File: config.mk
export PLATFORM = sky130hd
export DESIGN_NAME = csv_row_field_splitter
export DESIGN_NICKNAME = d
export VERILOG_FILES = /design/src/rtl/csvs_pkg.sv /design/src/rtl/csvs_front.sv /design/src/rtl/csvs_fifo.sv /design/src/rtl/csvs_back.sv /design/src/rtl/csv_row_field_splitter.sv
export VERILOG_INCLUDE_DIRS = /design/src /design/src/rtl
export SDC_FILE = /design/constraint.sdc
export NUM_CORES = 1
export LEC_CHECK = 0
export ABC_AREA = 1
export BUFFER_PORTS_ARGS = -buffer_cell sky130_fd_sc_hd__buf_2
export CAP_MARGIN = 20
export CORE_ASPECT_RATIO = 1.25
export CORE_MARGIN = 5
export CORE_UTILIZATION = 60
export CTS_BUF_LIST = sky130_fd_sc_hd__clkbuf_8
export DETAILED_ROUTE_END_ITERATION = 7
export PLACE_DENSITY = 0.79
export SETUP_SLACK_MARGIN = 0.5
export SYNTH_ARGS = -nofsm -noshare
export SYNTH_HDL_FRONTEND = slang
export SYNTH_SLANG_ARGS = --single-unit
File: constraint.sdc
create_clock -name clk_i -period 9.6 [get_ports clk_i]
set_input_delay 0.48 -clock clk_i [delete_from_list [all_inputs] [get_ports clk_i]]
set_output_delay 0.48 -clock clk_i [all_outputs]
set_load 0.005 [all_outputs]
File: src/rtl/csv_row_field_splitter_macros.svh
// Assertion helpers for the CSV row splitter; the caller must have clk_i and rst_ni.
`ifndef CSV_ROW_FIELD_SPLITTER_MACROS_SVH
`define CSV_ROW_FIELD_SPLITTER_MACROS_SVH

`define CSVS_ASSERT(lbl, prop, msg) \
  lbl: assert property (@(posedge clk_i) disable iff (!rst_ni) (prop)) else $error(msg);

`define CSVS_ASSERT_NEVER(lbl, cond, msg) \
  lbl: assert property (@(posedge clk_i) disable iff (!rst_ni) !(cond)) else $error(msg);

`endif

File: src/rtl/csvs_pkg.sv
package csvs_pkg;

  localparam int unsigned LANES           = 8;
  localparam int unsigned LANE_W          = $clog2(LANES);
  localparam int unsigned BYTE_W          = 8;
  localparam int unsigned CNT_W           = 4;
  localparam int unsigned POS_W           = 16;
  localparam int unsigned FIELD_W         = 8;
  localparam int unsigned MAX_FIELD_SLOTS = 256;
  localparam int unsigned FIFO_DEPTH      = 4;
  localparam int unsigned FIFO_AW         = $clog2(FIFO_DEPTH);

  localparam logic [FIELD_W-1:0] FIELD_LIMIT_MAX = FIELD_W'(MAX_FIELD_SLOTS - 1);
  localparam logic [BYTE_W-1:0]  CH_COMMA        = 8'h2C;
  localparam logic [BYTE_W-1:0]  CH_QUOTE        = 8'h22;

  typedef enum logic [1:0] {
    ST_OK       = 2'd0,
    ST_TOO_MANY = 2'd1,
    ST_TOO_FEW  = 2'd2
  } status_e;

  // One classified input item: boundaries still to emit plus the row close.
  typedef struct packed {
    logic [LANES-1:0]   comma_mask;
    logic [POS_W-1:0]   base_pos;
    logic [FIELD_W-1:0] base_field;
    logic               row_end;
    logic [POS_W-1:0]   end_offset;
    logic [FIELD_W-1:0] end_field;
    status_e            status;
  } rec_t;

endpackage

File: src/rtl/csvs_front.sv
module csvs_front (
  input  logic                           clk_i,
  input  logic                           rst_ni,
  input  logic                           cfg_we_i,
  input  logic [csvs_pkg::FIELD_W-1:0]   cfg_wdata_i,
  input  logic                           in_valid_i,
  input  logic [csvs_pkg::LANES*csvs_pkg::BYTE_W-1:0] in_bytes_i,
  input  logic [csvs_pkg::CNT_W-1:0]     in_count_i,
  input  logic                           in_end_i,
  input  logic                           q_full_i,
  output logic                           in_ready_o,
  output logic                           push_o,
  output csvs_pkg::rec_t                 rec_o
);

  logic [csvs_pkg::FIELD_W-1:0] expected_q;
  logic                         in_quotes_q, in_quotes_d;
  logic [csvs_pkg::POS_W-1:0]   pos_q, pos_d;
  logic [csvs_pkg::FIELD_W-1:0] next_field_q, next_field_d;
  logic                         ovf_q, ovf_d;

  logic [csvs_pkg::CNT_W-1:0]   count;
  logic [csvs_pkg::FIELD_W-1:0] limit;
  logic [csvs_pkg::FIELD_W-1:0] room;
  logic [csvs_pkg::LANES-1:0]   keep;
  logic [csvs_pkg::CNT_W-1:0]   kept;
  logic                         ovf_hit;
  logic                         accept;

  always_comb begin
    logic                       par;
    logic [csvs_pkg::CNT_W-1:0] seen;
    logic [csvs_pkg::BYTE_W-1:0] ch;
    logic                       lane_on;
    count = (in_count_i > csvs_pkg::CNT_W'(csvs_pkg::LANES)) ?
            csvs_pkg::CNT_W'(csvs_pkg::LANES) : in_count_i;
    limit = (expected_q > csvs_pkg::FIELD_LIMIT_MAX) ? csvs_pkg::FIELD_LIMIT_MAX : expected_q;
    room  = (!ovf_q && limit > next_field_q) ? (limit - next_field_q) : '0;
    par     = in_quotes_q;
    seen    = '0;
    kept    = '0;
    ovf_hit = 1'b0;
    keep    = '0;
    for (int i = 0; i < csvs_pkg::LANES; i++) begin
      ch      = in_bytes_i[i*csvs_pkg::BYTE_W +: csvs_pkg::BYTE_W];
      lane_on = csvs_pkg::CNT_W'(i) < count;
      if (lane_on && ch == csvs_pkg::CH_QUOTE) begin
        par = ~par;
      end else if (lane_on && ch == csvs_pkg::CH_COMMA && !par && !ovf_q) begin
        if (csvs_pkg::FIELD_W'(seen) < room) begin
          keep[i] = 1'b1;
          kept    = kept + 1'b1;
        end else begin
          ovf_hit = 1'b1;
        end
        seen = seen + 1'b1;
      end
    end
    in_quotes_d  = par;
    pos_d        = pos_q + csvs_pkg::POS_W'(count);
    next_field_d = next_field_q + csvs_pkg::FIELD_W'(kept);
    ovf_d        = ovf_q | ovf_hit;
  end

  always_comb begin
    rec_o.comma_mask = keep;
    rec_o.base_pos   = pos_q;
    rec_o.base_field = next_field_q;
    rec_o.row_end    = in_end_i;
    rec_o.end_offset = pos_d + 1'b1;
    rec_o.end_field  = expected_q;
    if (ovf_d) begin
      rec_o.status = csvs_pkg::ST_TOO_MANY;
    end else if (next_field_d != expected_q) begin
      rec_o.status = csvs_pkg::ST_TOO_FEW;
    end else begin
      rec_o.status = csvs_pkg::ST_OK;
    end
  end

  assign in_ready_o = !q_full_i;
  assign accept     = in_valid_i && !q_full_i;
  assign push_o     = accept && ((|keep) || in_end_i);

  always_ff @(posedge clk_i or negedge rst_ni) begin
    if (!rst_ni) begin
      expected_q   <= csvs_pkg::FIELD_W'(1);
      in_quotes_q  <= 1'b0;
      pos_q        <= '0;
      next_field_q <= csvs_pkg::FIELD_W'(1);
      ovf_q        <= 1'b0;
    end else begin
      if (cfg_we_i) begin
        expected_q <= cfg_wdata_i;
      end
      if (accept) begin
        if (in_end_i) begin
          in_quotes_q  <= 1'b0;
          pos_q        <= '0;
          next_field_q <= csvs_pkg::FIELD_W'(1);
          ovf_q        <= 1'b0;
        end else begin
          in_quotes_q  <= in_quotes_d;
          pos_q        <= pos_d;
          next_field_q <= next_field_d;
          ovf_q        <= ovf_d;
        end
      end
    end
  end

endmodule

File: src/rtl/csvs_fifo.sv
module csvs_fifo (
  input  logic           clk_i,
  input  logic           rst_ni,
  input  logic           push_i,
  input  csvs_pkg::rec_t wdata_i,
  input  logic           pop_i,
  output logic           full_o,
  output logic           valid_o,
  output csvs_pkg::rec_t rdata_o
);

  csvs_pkg::rec_t                 mem_q [csvs_pkg::FIFO_DEPTH];
  logic [csvs_pkg::FIFO_AW-1:0]   wptr_q, rptr_q;
  logic [csvs_pkg::FIFO_AW:0]     cnt_q;

  assign full_o  = cnt_q == (csvs_pkg::FIFO_AW+1)'(csvs_pkg::FIFO_DEPTH);
  assign valid_o = cnt_q != '0;
  assign rdata_o = mem_q[rptr_q];

  always_ff @(posedge clk_i) begin
    if (push_i) begin
      mem_q[wptr_q] <= wdata_i;
    end
  end

  always_ff @(posedge clk_i or negedge rst_ni) begin
    if (!rst_ni) begin
      wptr_q <= '0;
      rptr_q <= '0;
      cnt_q  <= '0;
    end else begin
      if (push_i) begin
        wptr_q <= wptr_q + 1'b1;
      end
      if (pop_i) begin
        rptr_q <= rptr_q + 1'b1;
      end
      if (push_i && !pop_i) begin
        cnt_q <= cnt_q + 1'b1;
      end else if (pop_i && !push_i) begin
        cnt_q <= cnt_q - 1'b1;
      end
    end
  end

endmodule

File: src/rtl/csvs_back.sv
`include "csv_row_field_splitter_macros.svh"

module csvs_back (
  input  logic                         clk_i,
  input  logic                         rst_ni,
  input  logic                         q_valid_i,
  input  csvs_pkg::rec_t               q_rec_i,
  output logic                         q_pop_o,
  output logic                         out_valid_o,
  input  logic                         out_ready_i,
  output logic [csvs_pkg::POS_W-1:0]   out_offset_o,
  output logic [csvs_pkg::FIELD_W-1:0] out_field_o,
  output csvs_pkg::status_e            out_status_o,
  output logic                         out_done_o,
  output logic                         out_last_o
);

  csvs_pkg::rec_t                cur_q;
  logic                          cur_valid_q;
  logic [csvs_pkg::FIELD_W-1:0]  idx_q;

  logic                          out_valid_q;
  logic [csvs_pkg::POS_W-1:0]    offset_q, offset_d;
  logic [csvs_pkg::FIELD_W-1:0]  field_q, field_d;
  csvs_pkg::status_e             status_q, status_d;
  logic                          done_q, done_d;
  logic                          last_q, last_d;

  logic                          load_out, emit, has_comma, finishing;
  logic [csvs_pkg::LANE_W-1:0]   lane;
  logic [csvs_pkg::LANES-1:0]    mask_next;

  assign load_out  = !out_valid_q || out_ready_i;
  assign emit      = cur_valid_q && load_out;
  assign has_comma = |cur_q.comma_mask;
  assign mask_next = cur_q.comma_mask & (cur_q.comma_mask - 1'b1);

  always_comb begin
    lane = '0;
    for (int i = csvs_pkg::LANES - 1; i >= 0; i--) begin
      if (cur_q.comma_mask[i]) begin
        lane = csvs_pkg::LANE_W'(i);
      end
    end
  end

  always_comb begin
    if (has_comma) begin
      offset_d = cur_q.base_pos + csvs_pkg::POS_W'(lane) + 1'b1;
      field_d  = idx_q;
      status_d = csvs_pkg::ST_OK;
      done_d   = 1'b0;
      last_d   = (mask_next == '0) && !cur_q.row_end;
    end else begin
      offset_d = cur_q.end_offset;
      field_d  = cur_q.end_field;
      status_d = cur_q.status;
      done_d   = 1'b1;
      last_d   = 1'b1;
    end
  end

  assign finishing = last_d;
  assign q_pop_o   = q_valid_i && (!cur_valid_q || (emit && finishing));

  always_ff @(posedge clk_i or negedge rst_ni) begin
    if (!rst_ni) begin
      cur_valid_q <= 1'b0;
      out_valid_q <= 1'b0;
    end else begin
      if (q_pop_o) begin
        cur_valid_q <= 1'b1;
      end else if (emit && finishing) begin
        cur_valid_q <= 1'b0;
      end
      if (emit) begin
        out_valid_q <= 1'b1;
      end else if (out_ready_i) begin
        out_valid_q <= 1'b0;
      end
    end
  end

  always_ff @(posedge clk_i) begin
    if (q_pop_o) begin
      cur_q <= q_rec_i;
      idx_q <= q_rec_i.base_field;
    end else if (emit && has_comma) begin
      cur_q.comma_mask <= mask_next;
      idx_q            <= idx_q + 1'b1;
    end
    if (emit) begin
      offset_q <= offset_d;
      field_q  <= field_d;
      status_q <= status_d;
      done_q   <= done_d;
      last_q   <= last_d;
    end
  end

  assign out_valid_o  = out_valid_q;
  assign out_offset_o = offset_q;
  assign out_field_o  = field_q;
  assign out_status_o = status_q;
  assign out_done_o   = done_q;
  assign out_last_o   = last_q;

  `CSVS_ASSERT(a_empty_rec_closes, cur_valid_q && cur_q.comma_mask == '0 |-> cur_q.row_end, "record with nothing to emit")
  `CSVS_ASSERT(a_done_is_last, out_valid_q && done_q |-> last_q, "row close not last of transfer")
  `CSVS_ASSERT(a_boundary_ok, out_valid_q && !done_q |-> status_q == csvs_pkg::ST_OK, "boundary with status")
  `CSVS_ASSERT_NEVER(a_pop_while_busy, q_pop_o && cur_valid_q && !(emit && finishing), "record overwritten")

endmodule

File: src/rtl/csv_row_field_splitter.sv
// CSV row field splitter. Each input transfer carries up to eight row bytes (byte 0 earliest,
// byte_count valid, tlast closes the row). Commas outside double quotes produce one result
// each, up to expected_fields minus one per row, with the offset after the comma and the
// field index; tlast adds a closing result (tuser high) with row length plus one,
// expected_fields and a status. Input is taken every cycle while the four-entry record queue
// has room; the back end emits one result per cycle while m_axis_tready is high, and a
// transfer with no results costs the output nothing.
module csv_row_field_splitter (
  input  logic        clk_i,
  input  logic        rst_ni,
  input  logic        cfg_we_i,
  input  logic [7:0]  cfg_wdata_i,   // expected_fields
  input  logic        s_axis_tvalid,
  output logic        s_axis_tready,
  input  logic [71:0] s_axis_tdata,  // row_bytes[63:0], byte_count[67:64], zero pad
  input  logic        s_axis_tlast,  // row_end
  output logic        m_axis_tvalid,
  input  logic        m_axis_tready,
  output logic [31:0] m_axis_tdata,  // offset[15:0], field_index[23:16], status[25:24], pad
  output logic        m_axis_tuser,  // row_done
  output logic        m_axis_tlast   // last result of the input transfer
);

  logic               push, pop, full, q_valid;
  csvs_pkg::rec_t     rec_in, rec_out;
  csvs_pkg::status_e  status;
  logic [15:0]        offset;
  logic [7:0]         field;

  csvs_front u_front (
    .clk_i       (clk_i),
    .rst_ni      (rst_ni),
    .cfg_we_i    (cfg_we_i),
    .cfg_wdata_i (cfg_wdata_i),
    .in_valid_i  (s_axis_tvalid),
    .in_bytes_i  (s_axis_tdata[63:0]),
    .in_count_i  (s_axis_tdata[67:64]),
    .in_end_i    (s_axis_tlast),
    .q_full_i    (full),
    .in_ready_o  (s_axis_tready),
    .push_o      (push),
    .rec_o       (rec_in)
  );

  csvs_fifo u_fifo (
    .clk_i   (clk_i),
    .rst_ni  (rst_ni),
    .push_i  (push),
    .wdata_i (rec_in),
    .pop_i   (pop),
    .full_o  (full),
    .valid_o (q_valid),
    .rdata_o (rec_out)
  );

  csvs_back u_back (
    .clk_i        (clk_i),
    .rst_ni       (rst_ni),
    .q_valid_i    (q_valid),
    .q_rec_i      (rec_out),
    .q_pop_o      (pop),
    .out_valid_o  (m_axis_tvalid),
    .out_ready_i  (m_axis_tready),
    .out_offset_o (offset),
    .out_field_o  (field),
    .out_status_o (status),
    .out_done_o   (m_axis_tuser),
    .out_last_o   (m_axis_tlast)
  );

  assign m_axis_tdata = {6'b0, status, field, offset};

endmodule
==> Yosys cells after proc, flatten, opt, wreduce, memory -nomap -nowiden <==
Memory sizes are Yosys's and may differ from the RTL's.
Index checks and enable logic that the tools add are counted.
{ "totals": {"ff_bits": 130, "ram_bits": 236, "wordCells": 290, "n_memories": 1} }
{ "mem_list": {"columns": ["memory", "words", "word_bits", "read_ports", "rd_clocked_by_memory_dff", "wr", "line", "text"], "rows": [
  ["u_fifo.mem_q", 4, 59, 1, 0, 1, "csvs_fifo.sv:12", "csvs_pkg::rec_t mem_q [csvs_pkg::FIFO_DEPTH];"]
]} }
{ "op_classes": {"add_sub_neg": 25, "magnitude_cmp": 19, "n_eq_ne": 18, "mux": 127, "bitwise_logic": 10, "n_reduce_logical": 68} }
{ "op_table": {"columns": ["op", "n"], "rows": [
  ["$mux 4", 37],
  ["$eq 8x6->1 const B", 16],
  ["$mux 1", 68],
  ["$mux 8", 8],
  ["$lt 4x8->1", 7],
  ["$add 4x1->4 const B", 13],
  ["$logic_and 1x1->1", 42],
  ["$add 16x1->16 const B", 2],
  ["$mux 16", 2],
  ["$mux 3", 10],
  ["$add 16x3->16", 1],
  ["$add 16x4->16", 1],
  ["$lt 3x4->1 const A", 4],
  ["$reduce_or 8->1", 2],
  ["$logic_not 1->1", 15],
  ["$add 8x1->8 const B", 1],
  ["$add 8x4->8", 1],
  ["$and 8x8->8", 1],
  ["$gt 8x8->1", 1],
  ["$gt 8x8->1 const B", 1],
  ["$logic_not 8->1", 1],
  ["$lt 1x4->1 const A", 2],
  ["$lt 1x8->1 const A", 1],
  ["$lt 2x4->1 const A", 2],
  ["other kinds (14)", 28]
]} }

==> Depth between registers and ports, before layout <==
Gate-level depths: netlist of the first run.
{ "logic_depth": {"word_depth": 41, "ltp_mapped": 53, "ltp_nobuf": 52} }

==> By module <==
A second synthesis of the first run with hierarchy kept.
{ "unflattened": {"cells_unflattened": 1927, "hier_area_um2": 18890.6} }
{ "modules_own_cells": {"columns": ["module", "n_inst", "cells_each", "area_per_inst_um2", "seq_area_each_um2"], "rows": [
  ["csvs_fifo", 1, 737, 9710.6, 7262.0],
  ["csvs_front", 1, 846, 5260.0, 853.3],
  ["csvs_back", 1, 337, 3871.2, 2662.6],
  ["csv_row_field_splitter", 1, 7, 48.8, 0.0]
]} }

==> Worst setup path before layout of the first run <==
Ideal clock, no wire load.
{ "synth_timing": {"kind": "input-to-reg", "from": "in s_axis_tdata[4]", "to": "mem u_fifo.mem_q[0][0] (netlist bit) (enable)", "arrival_ns": 7.597, "path_slack_ns": 1.527, "stages": 36, "path_buffers": 0, "cell_sequence": "inv_1 -> nand2_1 -> nor2_1 -> nand3_2 -> nand2_1 -> nand2_1 -> nor3_2 -> ha_1 -> nand2_1 -> nand2_1 -> ha_1 -> inv_1 -> o21ai_0 -> ha_1 -> o21ai_0 -> inv_1 -> ha_1 -> nor2_1 -> a21oi_1 -> ha_1 -> nor2_1 -> or2_2 -> inv_1 -> ha_1 -> nor2_1 -> a21oi_1 -> ha_1 -> nand2_1 -> nand2_1 -> nand3_1 -> nand2_1 -> nand2_1 -> nand2_2 -> nand4_1 -> nand2_2 -> nor2_1"} }
{ "synth_via": {"elab_chain_cells": 33, "word_cells_on_any_way": 95, "classes_between": "6 x add/sub; 7 x order compare; 2 x eq/ne; 46 x mux; 6 x bitwise; 28 x reduce/logical"} }
{ "synth_lines": {"columns": ["element", "line", "text"], "rows": [
  ["start, declared", "csv_row_field_splitter.sv:15", "input logic [71:0] s_axis_tdata,"],
  ["$eq 8x6->1", "csvs_front.sv:49", "end else if (lane_on && ch == csvs_pkg::CH_COMMA && !par && !ovf_q) begin"],
  ["$logic_and 1x1->1 (3 in a row)", "csvs_front.sv:49", null],
  ["$mux 1", "csvs_front.sv:49", null],
  ["$mux 4", "csvs_front.sv:47", "if (lane_on && ch == csvs_pkg::CH_QUOTE) begin"],
  ["$add 4x1->4", "csvs_front.sv:56", "seen = seen + 1'b1;"],
  ["$mux 4", "csvs_front.sv:49", null],
  ["$mux 4", "csvs_front.sv:47", null],
  ["$add 4x1->4", "csvs_front.sv:56", null],
  ["[... 15 more ...]", null, null],
  ["$mux 1", "csvs_front.sv:50", "if (csvs_pkg::FIELD_W'(seen) < room) begin"],
  ["$mux 1", "csvs_front.sv:49", null],
  ["$mux 1", "csvs_front.sv:47", null],
  ["$reduce_or 8->1 (*)", "csvs_front.sv:83", "assign push_o = accept && ((|keep) || in_end_i);"],
  ["$logic_or 1x1->1 (*)", "csvs_front.sv:83", null],
  ["$logic_and 1x1->1 (*)", "csvs_front.sv:83", null],
  ["$mux 1 (*)", "csvs_fifo.sv:21", "if (push_i) begin"],
  ["$mux 1 (implied by the code) (*)", "csvs_fifo.sv:22", "mem_q[wptr_q] <= wdata_i;"],
  ["end, declared", "csvs_fifo.sv:12", null]
]} }
Every way passes the cells marked *; elsewhere a longest branch is shown, timed or not.

==> results of run 1 <==
## metal layers
layer  up-vias  GRT usage  wire [um]
met1      6097     0.3008      15590
met3        75    0.02964       2603
met4         0    0.07370        897
met5         -          0          0
met2       479     0.4077      19360
li1       6284          -          -
## synth_stat cells, drive strengths merged, types with 2 or more instances
cell	instances	area (um^2)
edfxtp	323	9699
nand2	323	1292
inv	223	839.6
nor2	221	898.4
o21ai	174	870.8
nand3	80	470.4
o22ai	73	456.7
ha	52	650.6
clkbuf	46	172.7
dfrtp	41	1026
xor2	41	359.1
a21oi	36	202.7
nor3	25	130.1
nand4	18	112.6
xnor2	14	122.6
buf	12	75.07
nor4	11	68.82
or2	6	37.54
fa	5	100.1
a31oi	4	25.02
o31ai	4	30.03
a211oi	2	15.01
a221o	2	20.02
and3	2	12.51
dfstp	2	52.55
mux2	2	22.52
nand3b	2	15.01
## power by group
part,switching (mW),internal (mW),leakage [nW],total (mW)
Combinational,1.01,0.449,4.06,1.46
Sequential,0.145,2.21,3.57,2.35
Clock,0.575,0.658,0.618,1.23
Total,1.73,3.31,8.24,5.05
## flip-flops by register name (all words and copies together), names as in the netlist, 2 cells and up
name and cells:
u_back.cur_q 51, u_back.idx_q 8, u_back.out_field_o 8, u_back.out_offset_o 16
u_back.out_status_o 2, u_fifo.cnt_q 3, u_fifo.mem_q 236, u_fifo.rptr_q 2
u_fifo.wptr_q 2, u_front.expected_q 8, u_front.next_field_q 8, u_front.pos_q 16
## repair_timing
item | in CTS | in global routing
hold buffers | 1 | 0
endpoints found under the hold margin | 5 | 0
gates resized for setup | 0 | 2
endpoints found under the setup margin | 0 | 4
## worst max-delay path: cells and delay by family (launching register included)
kind / cells / cell delay, ns
buffers and inverters: 6 / 0.70
flip-flops: 1 / 0.52
adder cells (fa/ha/maj): 9 / 2.61
AND/OR/NAND/NOR: 19 / 2.43
AO/OA/AOI/OAI: 6 / 1.13
XOR/XNOR: 3 / 0.54
## cell families after synthesis
kind of cell	after synthesis	share of synthesized area
XOR/XNOR	55	0.02693
other	1	0.0002096
adder cells (fa/ha/maj)	57	0.04197
flip-flops	366	0.6025
AND/OR/NAND/NOR	691	0.1711
buffers and inverters	282	0.06100
multiplexers	2	0.001259
AO/OA/AOI/OAI	304	0.09499
## final timing paths
check                                                from                           endpoint  slack (ns)  cells after the start
max reg2reg                     u_front.ovf_q$_DFFE_PN0P_       u_fifo.mem_q[0][1]$_DFFE_PP_        1.31                     43
max in group asynchronous                          rst_ni       u_fifo.rptr_q[0]$_DFFE_PN0P_        8.49                      3
max                             u_front.ovf_q$_DFFE_PN0P_       u_fifo.mem_q[0][1]$_DFFE_PP_        1.31                     43
min in group asynchronous                          rst_ni      u_front.pos_q[15]$_DFFE_PN0P_        0.56                      3
min reg2reg                u_back.cur_valid_q$_DFFE_PN0P_     u_back.cur_valid_q$_DFFE_PN0P_        0.52                      2
min                                        cfg_wdata_i[5]  u_front.expected_q[5]$_DFFE_PN0P_        0.10                      3
## stage by stage
step	std cells	total power [mW]	hold WS, ns
final	2327	5.048	0.1020
after global routing	2327	5.359	0.07791
after CTS	2327	5.074	0.06034
after detailed placement	2226	3.836	0.5035
after global placement	2226	3.756	0.4853
after floorplan	1763	3.347	0.1844
## final cells by class
| cell class | count | area (um^2) | share of cell area |
|---|---|---|---|
| clock buffers | 60 | 825.8 | 0.04140 |
| clock inverters | 40 | 257.7 | 0.01292 |
| inverters | 224 | 843.3 | 0.04228 |
| multi-input cells | 1115 | 6073 | 0.3045 |
| flip-flops and latches | 366 | 10780 | 0.5404 |
| well taps | 396 | 495.5 | 0.02484 |
| repair buffers | 126 | 670.6 | 0.03362 |
==> run_results.csv, run 1 <==
group,metric,value,unit
clock_network,worstSkewPairLatency,0.61,ns
layout,layout_commonest_cell,"edfxtp_1",
global_route,antenna_found_initial,0,
pwr,leakage,8.241,nW
clock_network,postCtsSetupBuffers,0,
global_route,grt_pass1_vias,12760,
critical_path,crit_path_start_kind,"register",
sta,hold_viol_final,0,
placement,place_congestion,0.8782,
logic_synthesis,ys.flop_type,"edfxtp_1",
layout,final_nets,2030,
die,io_pins,122,
run,max_cap_violations,0,
sta,slew_violations,0,
critical_path,max_stage_delay,0.52,ns
routing,drtPass1Iterations,7,
critical_path,cp_slowest_cell,"dfrtp_1",
die,core,29340,um^2
clock_network,cts-htree-levels,2,
global_route,grt_usage,0.2323,
routing,drc_errors,0,
sta,tightest_slew,0.9650,ns
layout,fin_util,0.6798,
critical_path,crit_fanout,8,
critical_path,crit_arrival,8.57,ns
logic_synthesis,synth_area,17890,um^2
layout,syn2layout_area_growth,11.51,%
routing,ant_nets,0,
logic_synthesis,synth_edf_count,323,
die,initial_core_util,0.6096,
layout,post-route-cell-area,19950,um^2
logic_synthesis,ys_seq_elements,366,
routing,post_drt_wl_per_cell,16.52,um
critical_path,critPathKind,"register to register",
sta,setup_slack,1.311,ns
die,fp.dieArea,33390,um^2
layout,most-common-layout-cells,"edfxtp_1 (323), nand2_1 (297), inv_1 (228)",
pwr,vdd_drop_max,0.1475,mV
routing,drt_iter0_markers,1004,
sta,rsz0062_at_grt,"no",
logic_synthesis,synth-async-reset-ratio,0.1175,
clock_network,root_buffer,"clkbuf_8",
sta,finalSetupViolCount,0,
global_route,grt_start_max_net_pins,90,
layout,layout-drive-gt1-share,0.1466,
global_route,grt_pass1_wl,61930,um
critical_path,crit_required,9.88,ns
die,die_h,203.0,um
global_route,grt_overflow,0,
clock_network,cts_made_buffers,54,
die,row_count,70,
sta,timing.slew.headroom,0.3560,
sta,fin_setup_tns,0,ns
placement,hpwlAfterDp,25970,um
placement,numPortBuffers,111,
logic_synthesis,syn_avg_cell_area,10.17,um^2
placement,placedInstanceArea,18850,um^2
sta,finalClockSkew,0.03188,ns
clock_network,cts_tree,"built",
routing,avgViaCountPerCell,5.559,
clock_network,cts_buffer_depth,3,
clock_network,clkSinkCount,366,
die,die_w,164.4,um
sta,finalCritPeriodShare,0.8635,
clock_network,clk_pin_slew,0.06,ns
hold_path,hp-class,"primary input to register",
outcome,status,"finished clean",
routing,wl,38450,um
placement,dp_worst_setup_slack,0.9517,ns
critical_path,endpoint_kind,"register",
layout,fillers,2161,
logic_synthesis,synth_cells,1758,
logic_synthesis,ys_warn_count,0,
pwr,power.density,253.1,nW/um^2
logic_synthesis,yosysUniqueCellTypes,56,
routing,vias,12940,
layout,insertedDiodeCount,0,
sta,period_minus_slack,8.289,ns
logic_synthesis,ys_seq_area_frac,0.6025,
sta,max_freq,120.6,MHz
Note: power is estimated with default switching activity, not from simulation.
==> run 2, diff against run 1 <==
Settings changed: BUFFER_PORTS_ARGS -buffer_cell sky130_fd_sc_hd__buf_2 to default, DONT_BUFFER_PORTS from default to 1, PLACE_DENSITY 0.79 to 0.76.
==> run 2 against run 1 <==
  * Core utilization decreased by 1.6 points
  * Worst hold slack got worse by 0.052 ns
  * Non-clock buffer count decreased by 107
  * Flip-flop and latch count unchanged
  * Register-to-register slack got worse by 0.02 ns
  * Largest power group unchanged
==> run_results.csv, run 2 (same netlist as run 1, synthesis figures left out) <==
group,metric,value,unit
outcome,status,"finished clean",
critical_path,crit_fanout,8,
clock_network,cts-htree-levels,2,
clock_network,cts_buffer_depth,3,
sta,period_minus_slack,8.309,ns
run,max_cap_violations,0,
global_route,grt_overflow,0,
global_route,antenna_found_initial,1,
sta,max_freq,120.3,MHz
sta,finalSetupViolCount,0,
layout,largest_reg_flops,236,
die,die_w,164.4,um
pwr,vdd_drop_max,0.1216,mV
hold_path,hp-class,"primary input to register",
clock_network,worstSkewPairLatency,0.59,ns
routing,drtPass1Iterations,5,
die,io_pins,122,
critical_path,crit_arrival,8.58,ns
sta,hold_viol_final,0,
sta,timing.slew.headroom,0.2797,
clock_network,clk_pin_slew,0.06,ns
placement,numPortBuffers,0,
routing,drc_errors,0,
sta,slew_violations,0,
die,die_h,203.0,um
critical_path,endpoint_kind,"register",
placement,dp.cells,2113,
sta,finalClockSkew,0.01279,ns
layout,final_nets,1923,
sta,rsz0062_at_grt,"no",
placement,hpwlAfterDp,25190,um
routing,vias,12550,
layout,reg_top3,"u_fifo.mem_q: 236 flops, u_back.cur_q: 51 flops",
sta,tightest_slew,1.080,ns
routing,ant_nets,0,
layout,most-common-layout-cells,"edfxtp_1 (323), nand2_1 (297), inv_1 (234)",
placement,place_congestion,0.8605,
critical_path,max_stage_delay,0.53,ns
sta,setup_slack,1.291,ns
critical_path,rr_worst_depth,40,
clock_network,cts_tree,"built",
critical_path,path_common_cell,"ha_1",
critical_path,crit_required,9.87,ns
clock_network,postCtsSetupBuffers,0,
hold_path,hold_depth,1,
routing,post_drt_wl_per_cell,17.04,um
clock_network,root_buffer,"clkbuf_8",
layout,stdcell_count,2222,
placement,dp_worst_setup_slack,1.207,ns
die,fp.dieArea,33390,um^2
pwr,power.density,255.4,nW/um^2
layout,layout-drive-gt1-share,0.09205,
sta,finalCritPeriodShare,0.8655,
clock_network,cts_made_buffers,54,
critical_path,crit_path_start_kind,"register",
routing,avgViaCountPerCell,5.647,
global_route,grt_usage,0.2298,
critical_path,critPathKind,"register to register",
layout,syn2layout_area_growth,8.842,%
layout,largest_register,"u_fifo.mem_q",
die,initial_core_util,0.6096,
pwr,leakage,7.832,nW
global_route,grt_pass1_vias,12410,
global_route,grt_pass1_wl,60970,um
layout,layout_commonest_cell,"edfxtp_1",
clock_network,clkSinkCount,366,
die,core,29340,um^2
die,row_count,70,
global_route,grt_start_max_net_pins,109,
layout,fillers,2192,
routing,wl,37870,um
critical_path,cp_slowest_cell,"dfrtp_1",
sta,fin_setup_tns,0,ns
routing,drt_iter0_markers,1010,
## run 2: cell types whose count changed in the layout (fill, tap and decap cells not counted), moves of 2 or more
cell           change
buf_12             +3
buf_2            -111
buf_4              -5
clkbuf_8           -6
clkinv_1           -2
clkinvlp_4         +3
dlygate4sd3_1      +5
inv_1              +6
## run 2: critical path, delay by kind of cell, from the launching register on
| family | cells | cell delay [ns] |
|---|---|---|
| buffers and inverters | 7 | 0.76 |
| xor gates and xnor gates | 3 | 0.55 |
| AOI/OAI and AO/OA | 9 | 2.33 |
| and+or+nand+nor | 13 | 1.64 |
| DFF | 1 | 0.53 |
| adders and majority gates | 8 | 2.19 |
## run 2: worst paths after layout
check                                               startpoint                                  end  slack, ns
worst max-delay path                 u_front.ovf_q$_DFFE_PN0P_         u_fifo.mem_q[2][1]$_DFFE_PP_       1.29
worst min-delay path                            cfg_wdata_i[4]    u_front.expected_q[4]$_DFFE_PN0P_       0.05
worst max register to register       u_front.ovf_q$_DFFE_PN0P_         u_fifo.mem_q[2][1]$_DFFE_PP_       1.29
worst min register to register  u_back.cur_valid_q$_DFFE_PN0P_       u_back.cur_valid_q$_DFFE_PN0P_       0.52
max in group asynchronous                               rst_ni  u_front.next_field_q[0]$_DFFE_PN1P_       8.88
min in group asynchronous                               rst_ni        u_front.pos_q[11]$_DFFE_PN0P_       0.42
## run 2: per-layer routing
| metal | GRT usage | vias to the layer above | share of wire |
|---|---|---|---|
| li1 | - | 6062 | - |
| met1 | 0.3025 | 5946 | 0.42 |
| met2 | 0.3889 | 470 | 0.49 |
| met3 | 0.04041 | 70 | 0.069 |
| met4 | 0.07489 | 0 | 0.024 |
| met5 | 0 | - | 0 |
## run 2: layout make-up
cell class	instances	area, um^2	area share
Multi-Input combinational cell	1115	6073	0.3120
Sequential cell	366	10780	0.5537
Clock inverter	47	316.6	0.01626
Clock buffer	54	743.2	0.03817
Antenna cell	1	2.502	0.0001285
Tap cell	396	495.5	0.02545
Timing Repair Buffer	19	215.2	0.01105
Inverter	224	843.3	0.04332
## run 2: power breakdown
| group | leakage, nW | total [mW] | internal [mW] | switching [mW] |
|---|---|---|---|---|
| sequential | 3.57 | 2.35 | 2.21 | 0.143 |
| clock | 0.614 | 1.22 | 0.639 | 0.576 |
| combinational | 3.65 | 1.40 | 0.406 | 0.998 |
| total | 7.83 | 4.97 | 3.25 | 1.72 |
## run 2: repair_timing
item	4_1_cts	5_1_grt
hold buffers	7	0
resized for setup	0	1
setup endpoints to repair	0	4
hold endpoints to repair	53	0
## run 2: per-stage QoR
stage / util / hold slack, ns / area, um^2 / power (mW)
after CTS: 0.6633 / 0.005471 / 19460 / 5.004
after global placement: 0.6242 / 0.1866 / 18320 / 3.708
after global routing: 0.6635 / 0.01888 / 19470 / 5.297
final: 0.6635 / 0.04977 / 19470 / 4.971
after floorplan: - / 0.1844 / 17910 / 3.347
after detailed placement: 0.6242 / 0.1871 / 18320 / 3.774
